$ cat src/rtl/core/rlps_pkg.sv
// ----------------------------------------------------------------------------
// rlps_pkg
// Types and constants shared by the RGB LED pulse serializer.
// ----------------------------------------------------------------------------
`default_nettype none

package rlps_pkg;

  typedef struct packed {
    logic [7:0] red;
    logic [7:0] green;
    logic [7:0] blue;
    logic       latch;
  } in_item_t;

  typedef struct packed {
    logic [1:0]  pulse_count;
    logic [11:0] wait_us;
    logic        last_bit;
  } out_item_t;

  localparam int unsigned FRAME_BITS = 32;
  localparam int unsigned CNT_W      = $clog2(FRAME_BITS);

  typedef struct packed {
    logic [FRAME_BITS-1:0] bits;
    logic                  latch;
  } frame_t;

  // downstream handshake between frame pipeline and serializer
  typedef struct packed {
    logic valid;
    logic take;
  } pipe_hs_t;

  localparam logic [7:0]  FRAME_HEADER = 8'h3A;
  // x / 100 == (x * 5243) >> 19 for every x below 2^15
  localparam logic [12:0] RECIP_100    = 13'd5243;
  localparam int unsigned RECIP_SHIFT  = 19;
  localparam logic [3:0]  SHORT_GAP    = 4'd3;
  localparam logic [3:0]  LATCH_GAP    = 4'd10;

  localparam logic [1:0]  PULSES_ZERO  = 2'd1;
  localparam logic [1:0]  PULSES_ONE   = 2'd2;

  localparam logic [1:0]  CFG_BRIGHTNESS = 2'd0;
  localparam logic [1:0]  CFG_BIT_PERIOD = 2'd1;

  localparam logic [6:0]  BRIGHTNESS_RST = 7'd1;
  localparam logic [7:0]  BIT_PERIOD_RST = 8'd10;

endpackage

`default_nettype wire

$ cat src/rtl/core/rlps_frame_pipe.sv
// ----------------------------------------------------------------------------
// rlps_frame_pipe
// Three-stage pipeline: brightness multiply, reciprocal multiply for the
// divide by 100, then saturation and frame assembly.
// ----------------------------------------------------------------------------
`default_nettype none

module rlps_frame_pipe (
  input  wire logic              clk,
  input  wire logic              rst_n,
  input  wire logic              in_valid,
  input  wire rlps_pkg::in_item_t in_data,
  output logic                   in_stall,
  input  wire logic [6:0]        brightness,
  output rlps_pkg::pipe_hs_t     dn_hs_valid,
  input  wire logic              dn_take,
  output rlps_pkg::frame_t       frame
);

  logic        s1_v_r, s2_v_r, s3_v_r;
  logic        s1_v_nxt, s2_v_nxt, s3_v_nxt;
  logic        en1, en2, en3;

  logic [14:0] prod_r [3];
  logic        latch1_r;
  logic [27:0] recip_r [3];
  logic        latch2_r;
  rlps_pkg::frame_t frame_r;

  logic [7:0]  ch_in [3];
  logic [7:0]  ch_sat [3];
  logic [8:0]  quot [3];

  assign ch_in[0] = in_data.red;
  assign ch_in[1] = in_data.green;
  assign ch_in[2] = in_data.blue;

  assign en3 = !s3_v_r || dn_take;
  assign en2 = !s2_v_r || en3;
  assign en1 = !s1_v_r || en2;
  assign in_stall = !en1;

  always_comb begin
    s1_v_nxt = en1 ? in_valid : s1_v_r;
    s2_v_nxt = en2 ? s1_v_r : s2_v_r;
    s3_v_nxt = en3 ? s2_v_r : s3_v_r;
  end

  always_ff @(posedge clk) begin
    if (!rst_n) begin
      s1_v_r <= 1'b0;
      s2_v_r <= 1'b0;
      s3_v_r <= 1'b0;
    end else begin
      s1_v_r <= s1_v_nxt;
      s2_v_r <= s2_v_nxt;
      s3_v_r <= s3_v_nxt;
    end
  end

  always_comb begin
    for (int i = 0; i < 3; i++) begin
      quot[i]   = recip_r[i][rlps_pkg::RECIP_SHIFT +: 9];
      ch_sat[i] = quot[i][8] ? 8'hFF : quot[i][7:0];
    end
  end

  always_ff @(posedge clk) begin
    if (en1) begin
      for (int i = 0; i < 3; i++) begin
        prod_r[i] <= {7'd0, ch_in[i]} * {8'd0, brightness};
      end
      latch1_r <= in_data.latch;
    end
    if (en2) begin
      for (int i = 0; i < 3; i++) begin
        recip_r[i] <= {13'd0, prod_r[i]} * {15'd0, rlps_pkg::RECIP_100};
      end
      latch2_r <= latch1_r;
    end
    if (en3) begin
      frame_r.bits  <= {rlps_pkg::FRAME_HEADER, ch_sat[2], ch_sat[1], ch_sat[0]};
      frame_r.latch <= latch2_r;
    end
  end

  assign dn_hs_valid.valid = s3_v_r;
  assign dn_hs_valid.take  = dn_take && s3_v_r;
  assign frame = frame_r;

endmodule

`default_nettype wire

$ cat src/rtl/core/rgb_led_pulse_serializer_unit.sv
// ----------------------------------------------------------------------------
// rgb_led_pulse_serializer_unit
// Scales an RGB color by brightness and serializes the 32-bit frame into
// one pulse symbol per bit.
//
//   port group  | direction | transfer
//   in_*        | input     | one color and latch flag
//   out_*       | output    | one bit symbol, 32 per color
//   cfg_*       | input     | register write, no handshake
//
// A color gives 32 symbols at the output, one symbol per cycle while out_stall
// is low; the single output symbol register sets that rate. From the input
// transfer a color passes the three arithmetic stages before its first symbol.
// The next color is accepted while the current frame still shifts out.
// Reset clears all valid bits and loads register defaults; out_stall holds
// the current symbol and backs up the pipeline stage by stage.
// ----------------------------------------------------------------------------
`default_nettype none

module rgb_led_pulse_serializer_unit (
  input  wire logic                clk,
  input  wire logic                rst_n,
  input  wire logic                in_valid,
  input  wire rlps_pkg::in_item_t  in_data,
  output logic                     in_stall,
  output logic                     out_valid,
  output rlps_pkg::out_item_t      out_data,
  input  wire logic                out_stall,
  input  wire logic                cfg_we,
  input  wire logic [1:0]          cfg_index,
  input  wire logic [7:0]          cfg_wdata
);

  logic [6:0] brightness_r;
  logic [7:0] bit_period_r;

  logic                      busy_r, busy_nxt;
  logic [rlps_pkg::CNT_W-1:0] cnt_r, cnt_nxt;
  logic [rlps_pkg::FRAME_BITS-1:0] shift_r, shift_nxt;
  logic                      latch_r, latch_nxt;

  logic               ser_free;
  logic               out_xfer;
  logic               last;
  logic [3:0]         gap;
  rlps_pkg::pipe_hs_t hs;
  rlps_pkg::frame_t   frame;

  always_ff @(posedge clk) begin
    if (!rst_n) begin
      brightness_r <= rlps_pkg::BRIGHTNESS_RST;
      bit_period_r <= rlps_pkg::BIT_PERIOD_RST;
    end else if (cfg_we) begin
      case (cfg_index)
        rlps_pkg::CFG_BRIGHTNESS: brightness_r <= cfg_wdata[6:0];
        rlps_pkg::CFG_BIT_PERIOD: bit_period_r <= cfg_wdata;
        default: ;
      endcase
    end
  end

  rlps_frame_pipe u_pipe (
    .clk         (clk),
    .rst_n       (rst_n),
    .in_valid    (in_valid),
    .in_data     (in_data),
    .in_stall    (in_stall),
    .brightness  (brightness_r),
    .dn_hs_valid (hs),
    .dn_take     (ser_free),
    .frame       (frame)
  );

  assign last     = (cnt_r == rlps_pkg::CNT_W'(rlps_pkg::FRAME_BITS - 1));
  assign out_xfer = busy_r && !out_stall;
  assign ser_free = !busy_r || (out_xfer && last);

  always_comb begin
    busy_nxt  = busy_r;
    cnt_nxt   = cnt_r;
    shift_nxt = shift_r;
    latch_nxt = latch_r;
    if (hs.valid && hs.take) begin
      busy_nxt  = 1'b1;
      cnt_nxt   = '0;
      shift_nxt = frame.bits;
      latch_nxt = frame.latch;
    end else if (out_xfer) begin
      busy_nxt  = !last;
      cnt_nxt   = cnt_r + 1'b1;
      shift_nxt = {shift_r[rlps_pkg::FRAME_BITS-2:0], 1'b0};
    end
  end

  always_ff @(posedge clk) begin
    if (!rst_n) begin
      busy_r <= 1'b0;
      cnt_r  <= '0;
    end else begin
      busy_r <= busy_nxt;
      cnt_r  <= cnt_nxt;
    end
  end

  always_ff @(posedge clk) begin
    shift_r <= shift_nxt;
    latch_r <= latch_nxt;
  end

  assign gap = latch_r ? rlps_pkg::LATCH_GAP : rlps_pkg::SHORT_GAP;

  assign out_valid            = busy_r;
  assign out_data.pulse_count = shift_r[rlps_pkg::FRAME_BITS-1] ? rlps_pkg::PULSES_ONE
                                                               : rlps_pkg::PULSES_ZERO;
  assign out_data.wait_us     = last ? {4'd0, bit_period_r} * (12'(gap) + 12'd1)
                                     : {4'd0, bit_period_r};
  assign out_data.last_bit    = last;

endmodule

`default_nettype wire

$ cat config.mk
export PLATFORM = sky130hd
export DESIGN_NAME = rgb_led_pulse_serializer_unit
export DESIGN_NICKNAME = d
export VERILOG_FILES = /design/src/rtl/core/rlps_pkg.sv /design/src/rtl/core/rlps_frame_pipe.sv /design/src/rtl/core/rgb_led_pulse_serializer_unit.sv
export SDC_FILE = /design/constraint.sdc
export NUM_CORES = 1
export LEC_CHECK = 0
export BUFFER_PORTS_ARGS = -buffer_cell sky130_fd_sc_hd__clkbuf_2
export CORE_MARGIN = 2
export CORE_UTILIZATION = 59
export CTS_BUF_LIST = sky130_fd_sc_hd__clkbuf_16
export DETAILED_ROUTE_END_ITERATION = 6
export GPL_TIMING_DRIVEN = 0
export PLACE_DENSITY = 0.82
export SLEW_MARGIN = 25
export SYNTH_ARGS = -nofsm -noshare
export SYNTH_HDL_FRONTEND = slang
export SYNTH_SLANG_ARGS = --single-unit
$ cat constraint.sdc
create_clock -name clk -period 5.2 [get_ports clk]
set_input_delay 0.26 -clock clk [delete_from_list [all_inputs] [get_ports clk]]
set_output_delay 0.26 -clock clk [all_outputs]
set_load 0.1 [all_outputs]
==> metrics, run 1 <==
YS warnings 0; slew at the pin with the worst max-slew slack 0.809 ns; max-cap violation count 0; Layout Skew 0.0127 ns; kind of cell adding the most delay to the critical path adder cells; Post-synth EDFFs 132; total gr overflow 0; number of cells produced by synthesis 2076; arrival time at the worst endpoint 5.24 ns; total number of placement rows 70; average wire per cell in the routed design 16.3 um; number of buffers inserted by hold repair at cts 0; area grow syn2layout 9.21%; final std cells w/o fill 2682; clock tree from TritonCTS yes; post-layout total power 13.5 mW; aggregate routed wire length 43800 um; Hold Path Cell Cnt 1; initial antenna violation count 0; switching fraction of total power 0.496; fin crit period 5.06 ns; multi-input logic area 0.0157 sq mm; leakage power of the design 13.0 nW; setup repair after global routing missed its margin yes; number of buffers inserted by port buffering 56; delay of the slowest critical-path stage 0.53 ns; cells along the critical path buf_4, fa_1, ha_1, fa_1, fa_1, inv_1, fa_1, inv_1, ha_1, nand2_1, a2111oi_4, o21ai_2, o2111ai_2, nand3_1, a21oi_2, a21oi_1, xnor2_1; fraction of layout cells with a size suffix above 1 0.109; final RePlAce weighted congestion 0.929; leading register cell type out of synthesis sky130_fd_sc_hd__edfxtp_1; Min-Delay Path Class input port to register; final setup fails 0; maximum fanout encountered on the critical timing path 6; global-route wire length before repair 73600 um; most prevalent standard cell on the critical path sky130_fd_sc_hd__fa_1; die outline height 197 um; Clk network pwr share 0.091; number of antenna diodes 0; Area contributors post-synth sky130_fd_sc_hd__fa_1 27%, sky130_fd_sc_hd__ha_1 24%, sky130_fd_sc_hd__edfxtp_1 18%; number of vias after detailed routing 14500; chip width 197 um; Hold Fails Final Rpt 0; remaining design rule violation count 0; Placed Cells incl. Taps 2601; cell area after technology mapping 0.0220 sq mm; area of the core 0.0366 sq mm; clock-pin slew on the worst setup and hold paths 0.07 ns; number of fill cells in the layout 2640; global-route usage over all layers 0.237; Net Count, Synth 2836; final-layout worst hold slack 0.0528 ns; number of cells on the worst reg-to-reg path 17; clock buffer count from CTS 17; worst-case vdd ir drop 0.773 mV; first-pass iteration count of the detailed router 6; number of synthesized register bits 156; synth cell count leaders 495 x sky130_fd_sc_hd__inv_1, 420 x sky130_fd_sc_hd__ha_1, 300 x sky130_fd_sc_hd__fa_1, 132 x sky130_fd_sc_hd__edfxtp_1, 116 x sky130_fd_sc_hd__and2_1; total half-perimeter wirelength after legalization and detailed placement 36000 um; logic gate share of total power 0.778; number of levels the H-tree was split into 4; top-level port count 57; sequential cell area 0.00444 sq mm; Net Sw Power 6.68 mW; effective utilization at floorplan 0.600; CP required 5.38 ns; Routed Antenna Nets 0; via count of the first global-routing pass 15700; fin. max-slew vios 0; max frequency 197 MHz; most numerous cell in the Yosys netlist sky130_fd_sc_hd__inv_1; sequential area share after synthesis 0.202; Clock Tree Root sky130_fd_sc_hd__clkbuf_16; run status finished clean; category of the worst setup path launch point register; Power per Cell Area 561 mW/mm^2; slowest library cell on the worst path sky130_fd_sc_hd__edfxtp_1; area enclosed by the die boundary 0.0388 sq mm; number of DRC violations after detailed-routing iteration 0 743; critical path capture point type register; pin count of the biggest net entering global routing 33; fraction of registers with async set or reset after synthesis 0; Cell Int Power 6.79 mW; post-synthesis cell type count 59; final clock period utilization by the worst path 0.974; post-synthesis cell type with the largest combined area sky130_fd_sc_hd__fa_1; number of nets in the layout 2961; part of the total power dissipated in sequential elements 0.131; clk sink count 156; Clock Latency Late Sink 0.43 ns; buffers and inverters on the worst path 3; Total Negative Setup Slacks 0 ns; per-cell via count in the routed design 5.42; Yosys top cell area share 0.273; number of cells on the critical path 17; startpoint-to-endpoint class of the critical path register to register; worst rel slew slack 0.461; number of buffers between clock root and the deepest sink 2; mean post-synth cell area 10.6 sq um
## through the flow
| step | cell area (sq um) | setup slack, ns | util |
|---|---|---|---|
| final | 24000 | 0.135 | 0.655 |
| after global routing | 24000 | -0.0876 | 0.655 |
| after CTS | 23600 | 0.00861 | 0.643 |
| after detailed placement | 22900 | -0.206 | 0.624 |
| after global placement | 22800 | -0.0486 | 0.624 |
| after floorplan | 22000 | 0.133 | - |
## power by group through the flow
stage	clock, mW	combinational [mW]	sequential, mW
after global routing	1.30	12.2	1.79
after detailed placement	0	9.68	1.81
after global placement	0	9.03	1.81
after floorplan	0	7.22	1.76
after CTS	1.24	9.84	1.77
final	1.23	10.5	1.76
## layout make-up
cell class                      instances  area share
Timing Repair Buffer                  107      0.0289
Clock inverter                         15     0.00652
Inverter                              496      0.0776
Multi-Input combinational cell       1391       0.654
Buffer                                 32     0.00548
Tap cell                              468      0.0244
Sequential cell                       156       0.185
Clock buffer                           17      0.0177
## layout by cell type (no fill, tap or decap), types with 19 or more instances in the layout
master                     synthesis  routed
sky130_fd_sc_hd__a21o_1           20      19
sky130_fd_sc_hd__a21oi_1          63      58
sky130_fd_sc_hd__and2_1          116     116
sky130_fd_sc_hd__buf_4             2      47
sky130_fd_sc_hd__clkbuf_1         27      26
sky130_fd_sc_hd__clkbuf_2          0      55
sky130_fd_sc_hd__dfxtp_1          24      24
sky130_fd_sc_hd__edfxtp_1        132     132
sky130_fd_sc_hd__fa_1            300     296
sky130_fd_sc_hd__ha_1            420     414
sky130_fd_sc_hd__inv_1           495     494
sky130_fd_sc_hd__mux2_2           27      27
sky130_fd_sc_hd__nand2_1         108     105
sky130_fd_sc_hd__nand3_1          21      20
sky130_fd_sc_hd__nor2_1           38      36
sky130_fd_sc_hd__nor2b_1          34      34
sky130_fd_sc_hd__o21ai_0          23      22
sky130_fd_sc_hd__or2_2            30      30
sky130_fd_sc_hd__xnor2_1          55      55
## path summary, 6_finish.rpt
kind / from / endpoint / slack, ns
max: u_pipe.prod_r[0][10] / u_pipe.recip_r[0][26] / 0.14
min: in_data[0] / u_pipe.latch1_r / 0.05
max reg2reg: u_pipe.prod_r[0][10] / u_pipe.recip_r[0][26] / 0.14
min reg2reg: u_pipe.latch1_r / u_pipe.latch2_r / 0.42
## repair_timing
| item | in CTS | in global routing |
|---|---|---|
| pin swaps | 0 | 19 |
| endpoints found under the setup margin | 6 | 17 |
| resized for setup | 1 | 33 |
| buffers inserted | 14 | 36 |
## worst reg2reg max path, delay by kind of cell, from the launching register on
| kind | cells | cell delay, ns |
|---|---|---|
| AO/OA/AOI/OAI | 5 | 1.04 |
| XOR/XNOR | 1 | 0.15 |
| adder cells (fa/ha/maj) | 6 | 2.55 |
| buffers and inverters | 3 | 0.29 |
| flip-flops | 1 | 0.53 |
| AND/OR/NAND/NOR | 2 | 0.25 |
## metal layers
layer | global-route usage | share of wire | routed length [um]
met2 | 0.414 | 0.51 | 22100
met1 | 0.296 | 0.42 | 18300
met5 | 0 | 0 | 0
met4 | 0.0827 | 0.027 | 1200
met3 | 0.0436 | 0.050 | 2200
## cells by family after synthesis
group                    Yosys count  synth area share
AO/OA/AOI/OAI                    168            0.0506
other                              1          0.000171
multiplexers                      44            0.0216
XOR/XNOR                          71            0.0283
AND/OR/NAND/NOR                  387            0.0935
flip-flops                       156             0.202
adder cells (fa/ha/maj)          720             0.513
buffers and inverters            529            0.0909
## registers in the layout (all words and copies together) (netlist names), 5 cells and up
signal and cells:
brightness_r 7, bit_period_r 8, u_pipe.frame 25, u_pipe.recip_r 27, u_pipe.prod_r 45, shift_r 32, cnt_r 5
Note: power is estimated with default switching activity, not from simulation.
==> run 2: changes to the inputs <==
--- a/config.mk
+++ b/config.mk
@@ -12,6 +12,7 @@
 export DETAILED_ROUTE_END_ITERATION = 6
 export GPL_TIMING_DRIVEN = 0
 export PLACE_DENSITY = 0.82
+export REMOVE_ABC_BUFFERS = 1
 export SLEW_MARGIN = 25
 export SYNTH_ARGS = -nofsm -noshare
 export SYNTH_HDL_FRONTEND = slang
==> run 2 against run 1 <==
First-iteration DRC count is 19% lower. The flow now finishes with violations (setup timing). Fmax is 3.2% lower. Highest routed layer unchanged. Die area stayed put. Power is 3.3% higher. Final cell count hardly changed. Critical path depth is 2 higher. Final area is 1.0% higher. Worst hold slack better by 0.0024 ns. Sequential power hardly changed.
==> metrics, run 2 (synthesis gave the netlist of run 1 again) <==
run status finished, violations left (was finished clean); failing checks setup timing; cell area reported after detailed placement 0.0227 sq mm (was 0.0229 sq mm); fraction of layout cells with a size suffix above 1 0.130 (was 0.109); via count of the first global-routing pass 15600 (was 15700); setup repair after global routing missed its margin yes (unchanged); number of buffers inserted by port buffering 56 (unchanged); Regs by FF count u_pipe.prod_r x45, shift_r x32, u_pipe.recip_r x27 (unchanged); leakage power of the design 13.1 nW (was 13.0 nW); area grow syn2layout 10.4% (was 9.21%); number of DRC violations after detailed-routing iteration 0 604 (was 743); Clock Latency Late Sink 0.44 ns (was 0.43 ns); launching point of the worst reg2reg path u_pipe.prod_r[0][11] (was u_pipe.prod_r[0][10]); pin count of the biggest net entering global routing 48 (was 33); number of buffers between clock root and the deepest sink 2 (unchanged); average wire per cell in the routed design 17.1 um (was 16.3 um); worst slack after detailed placement -0.0612 ns (was -0.206 ns); total half-perimeter wirelength after legalization and detailed placement 34000 um (was 36000 um); maximum fanout encountered on the critical timing path 3 (was 6); number of fill cells in the layout 2547 (was 2640); r2r setup slk -0.03 ns (was 0.14 ns); clock tree from TritonCTS yes (unchanged); worst-case vdd ir drop 0.505 mV (was 0.773 mV); clock-pin slew on the worst setup and hold paths 0.07 ns (about the same); category of the worst setup path launch point register (unchanged); beginning of the critical path u_pipe.prod_r[0][11] (was u_pipe.prod_r[0][10]); final clock period utilization by the worst path 1.01 (was 0.974); number of levels the H-tree was split into 4 (unchanged); area of the core 0.0366 sq mm (unchanged); max frequency 191 MHz (was 197 MHz); total gr overflow 0 (unchanged); initial antenna violation count 1 (was 0); clk sink count 156 (unchanged); Routed Antenna Nets 0 (unchanged); die outline height 197 um (unchanged); number of vias after detailed routing 14700 (was 14500); top-level port count 57 (unchanged); per-cell via count in the routed design 5.49 (was 5.42); sequential cell area 0.00445 sq mm (was 0.00444 sq mm); final standard cell utilization of the core 0.662 (was 0.655); final RePlAce weighted congestion 0.908 (was 0.929); post-layout instance area 0.0242 sq mm (was 0.0240 sq mm); fin crit period 5.23 ns (was 5.06 ns); Total Negative Setup Slacks -0.0377 ns (was 0 ns); met1 usage 0.281 (was 0.296); end of the worst register-to-register path u_pipe.recip_r[0][27] (was u_pipe.recip_r[0][26]); multi-input logic area 0.0158 sq mm (was 0.0157 sq mm); worst rel slew slack 0.293 (was 0.461); effective utilization at floorplan 0.600 (unchanged); CP required 5.39 ns (was 5.38 ns); max-cap violation count 0 (unchanged); Layout Skew 0.00857 ns (was 0.0127 ns); Clock Tree Root sky130_fd_sc_hd__clkbuf_16 (unchanged); first-pass iteration count of the detailed router 7 (was 6); layer with the highest usage met2 (unchanged); fin. max-slew vios 0 (unchanged); global-route wire length before repair 72500 um (was 73600 um); startpoint-to-endpoint class of the critical path register to register (unchanged); Top reg by flops u_pipe.prod_r (unchanged); Placed Cells incl. Taps 2568 (was 2601); met2 Track Usage GR 0.423 (was 0.414); area enclosed by the die boundary 0.0388 sq mm (unchanged); total number of placement rows 70 (unchanged); Critical path destination u_pipe.recip_r[0][27] (was u_pipe.recip_r[0][26]); final std cells w/o fill 2684 (was 2682); critical path capture point type register (unchanged); global-route met3 utilization 0.0358 (was 0.0436); number of nets in the layout 2962 (was 2961); commonest non-fill, non-tap cell in the layout sky130_fd_sc_hd__inv_1 (unchanged); top library cells by usage in the layout, fill and taps aside 488 x sky130_fd_sc_hd__inv_1, 401 x sky130_fd_sc_hd__ha_1, 299 x sky130_fd_sc_hd__fa_1 (was 494 x sky130_fd_sc_hd__inv_1, 414 x sky130_fd_sc_hd__ha_1, 296 x sky130_fd_sc_hd__fa_1); Power per Cell Area 574 mW/mm^2 (was 561 mW/mm^2); number of cells on the worst reg-to-reg path 19 (was 17); remaining design rule violation count 0 (unchanged); aggregate routed wire length 45900 um (was 43800 um); arrival time at the worst endpoint 5.42 ns (was 5.24 ns); final worst-path setup slack -0.0326 ns (was 0.135 ns); chip width 197 um (unchanged); Min-Delay Path Class input port to register (unchanged); clock buffer count from CTS 17 (unchanged); global-route usage over all layers 0.233 (was 0.237); final setup fails 2 (was 0); Hold Fails Final Rpt 0 (unchanged); number of flip-flops under the largest register name 45 (unchanged); slew at the pin with the worst max-slew slack 1.06 ns (was 0.809 ns)
run 2: per-layer routing:
| layer | vias to the layer above | routed length (um) |
|---|---|---|
| li1 | 6873 | - |
| met1 | 7350 | 18500 |
| met2 | 358 | 23700 |
| met3 | 143 | 1750 |
| met4 | 0 | 1950 |
| met5 | - | 0 |
run 2: stage by stage:
step / total power [mW] / hold slack, ns
floorplan: 8.97 / 0.322
global placement: 10.8 / 0.413
detailed placement: 11.3 / 0.411
CTS: 12.7 / 0.0412
global route: 15.6 / 0.0389
finish: 13.9 / 0.0553
run 2: final cells by class:
class / instances / area share
Multi-Input combinational cell: 1391 / 0.654
Inverter: 496 / 0.0768
Timing Repair Buffer: 140 / 0.0394
Clock inverter: 14 / 0.00382
Sequential cell: 156 / 0.184
Tap cell: 468 / 0.0242
Clock buffer: 18 / 0.0186
Antenna cell: 1 / 0.000103
run 2: worst min path at each step:
stage / cells after the start / startpoint / slack (ns) / endpoint
after floorplan: 1 / rst_n / 0.32 / bit_period_r[1]
after global placement: 0 / u_pipe.frame[0] / 0.41 / latch_r
after detailed placement: 0 / u_pipe.frame[0] / 0.41 / latch_r
after CTS: 3 / cfg_wdata[1] / 0.04 / bit_period_r[1]
after global routing: 3 / cfg_wdata[1] / 0.04 / bit_period_r[1]
final: 3 / cfg_wdata[1] / 0.06 / bit_period_r[1]
run 2: worst max-delay path, stage by stage, from the launching register on:
cell,delay [ns]
sky130_fd_sc_hd__edfxtp_1,0.43
sky130_fd_sc_hd__buf_4,0.18
sky130_fd_sc_hd__fa_1,0.50
sky130_fd_sc_hd__ha_1,0.31
sky130_fd_sc_hd__inv_1,0.08
sky130_fd_sc_hd__fa_1,0.58
sky130_fd_sc_hd__inv_1,0.07
sky130_fd_sc_hd__fa_1,0.48
sky130_fd_sc_hd__inv_1,0.06
sky130_fd_sc_hd__fa_1,0.48
sky130_fd_sc_hd__inv_1,0.04
sky130_fd_sc_hd__ha_1,0.20
sky130_fd_sc_hd__a21o_1,0.21
sky130_fd_sc_hd__a21oi_1,0.24
sky130_fd_sc_hd__and2_1,0.23
sky130_fd_sc_hd__o2111ai_2,0.23
sky130_fd_sc_hd__nand2_2,0.17
sky130_fd_sc_hd__o21ai_4,0.08
sky130_fd_sc_hd__a221oi_2,0.29
sky130_fd_sc_hd__xnor2_1,0.10
run 2: repair_timing:
action / CTS / global route
pin swaps: 0 / 37
resized for setup: 0 / 57
setup endpoints to repair: 6 / 14
setup buffers: 25 / 57
endpoints found under the hold margin: 1 / 0
hold buffers: 1 / 0
run 2: power by group:
group	switching, mW	internal [mW]	total (mW)
registers	0.141	1.62	1.76
logic	6.22	4.75	11.0
clock network	0.542	0.638	1.18
total	6.90	7.01	13.9
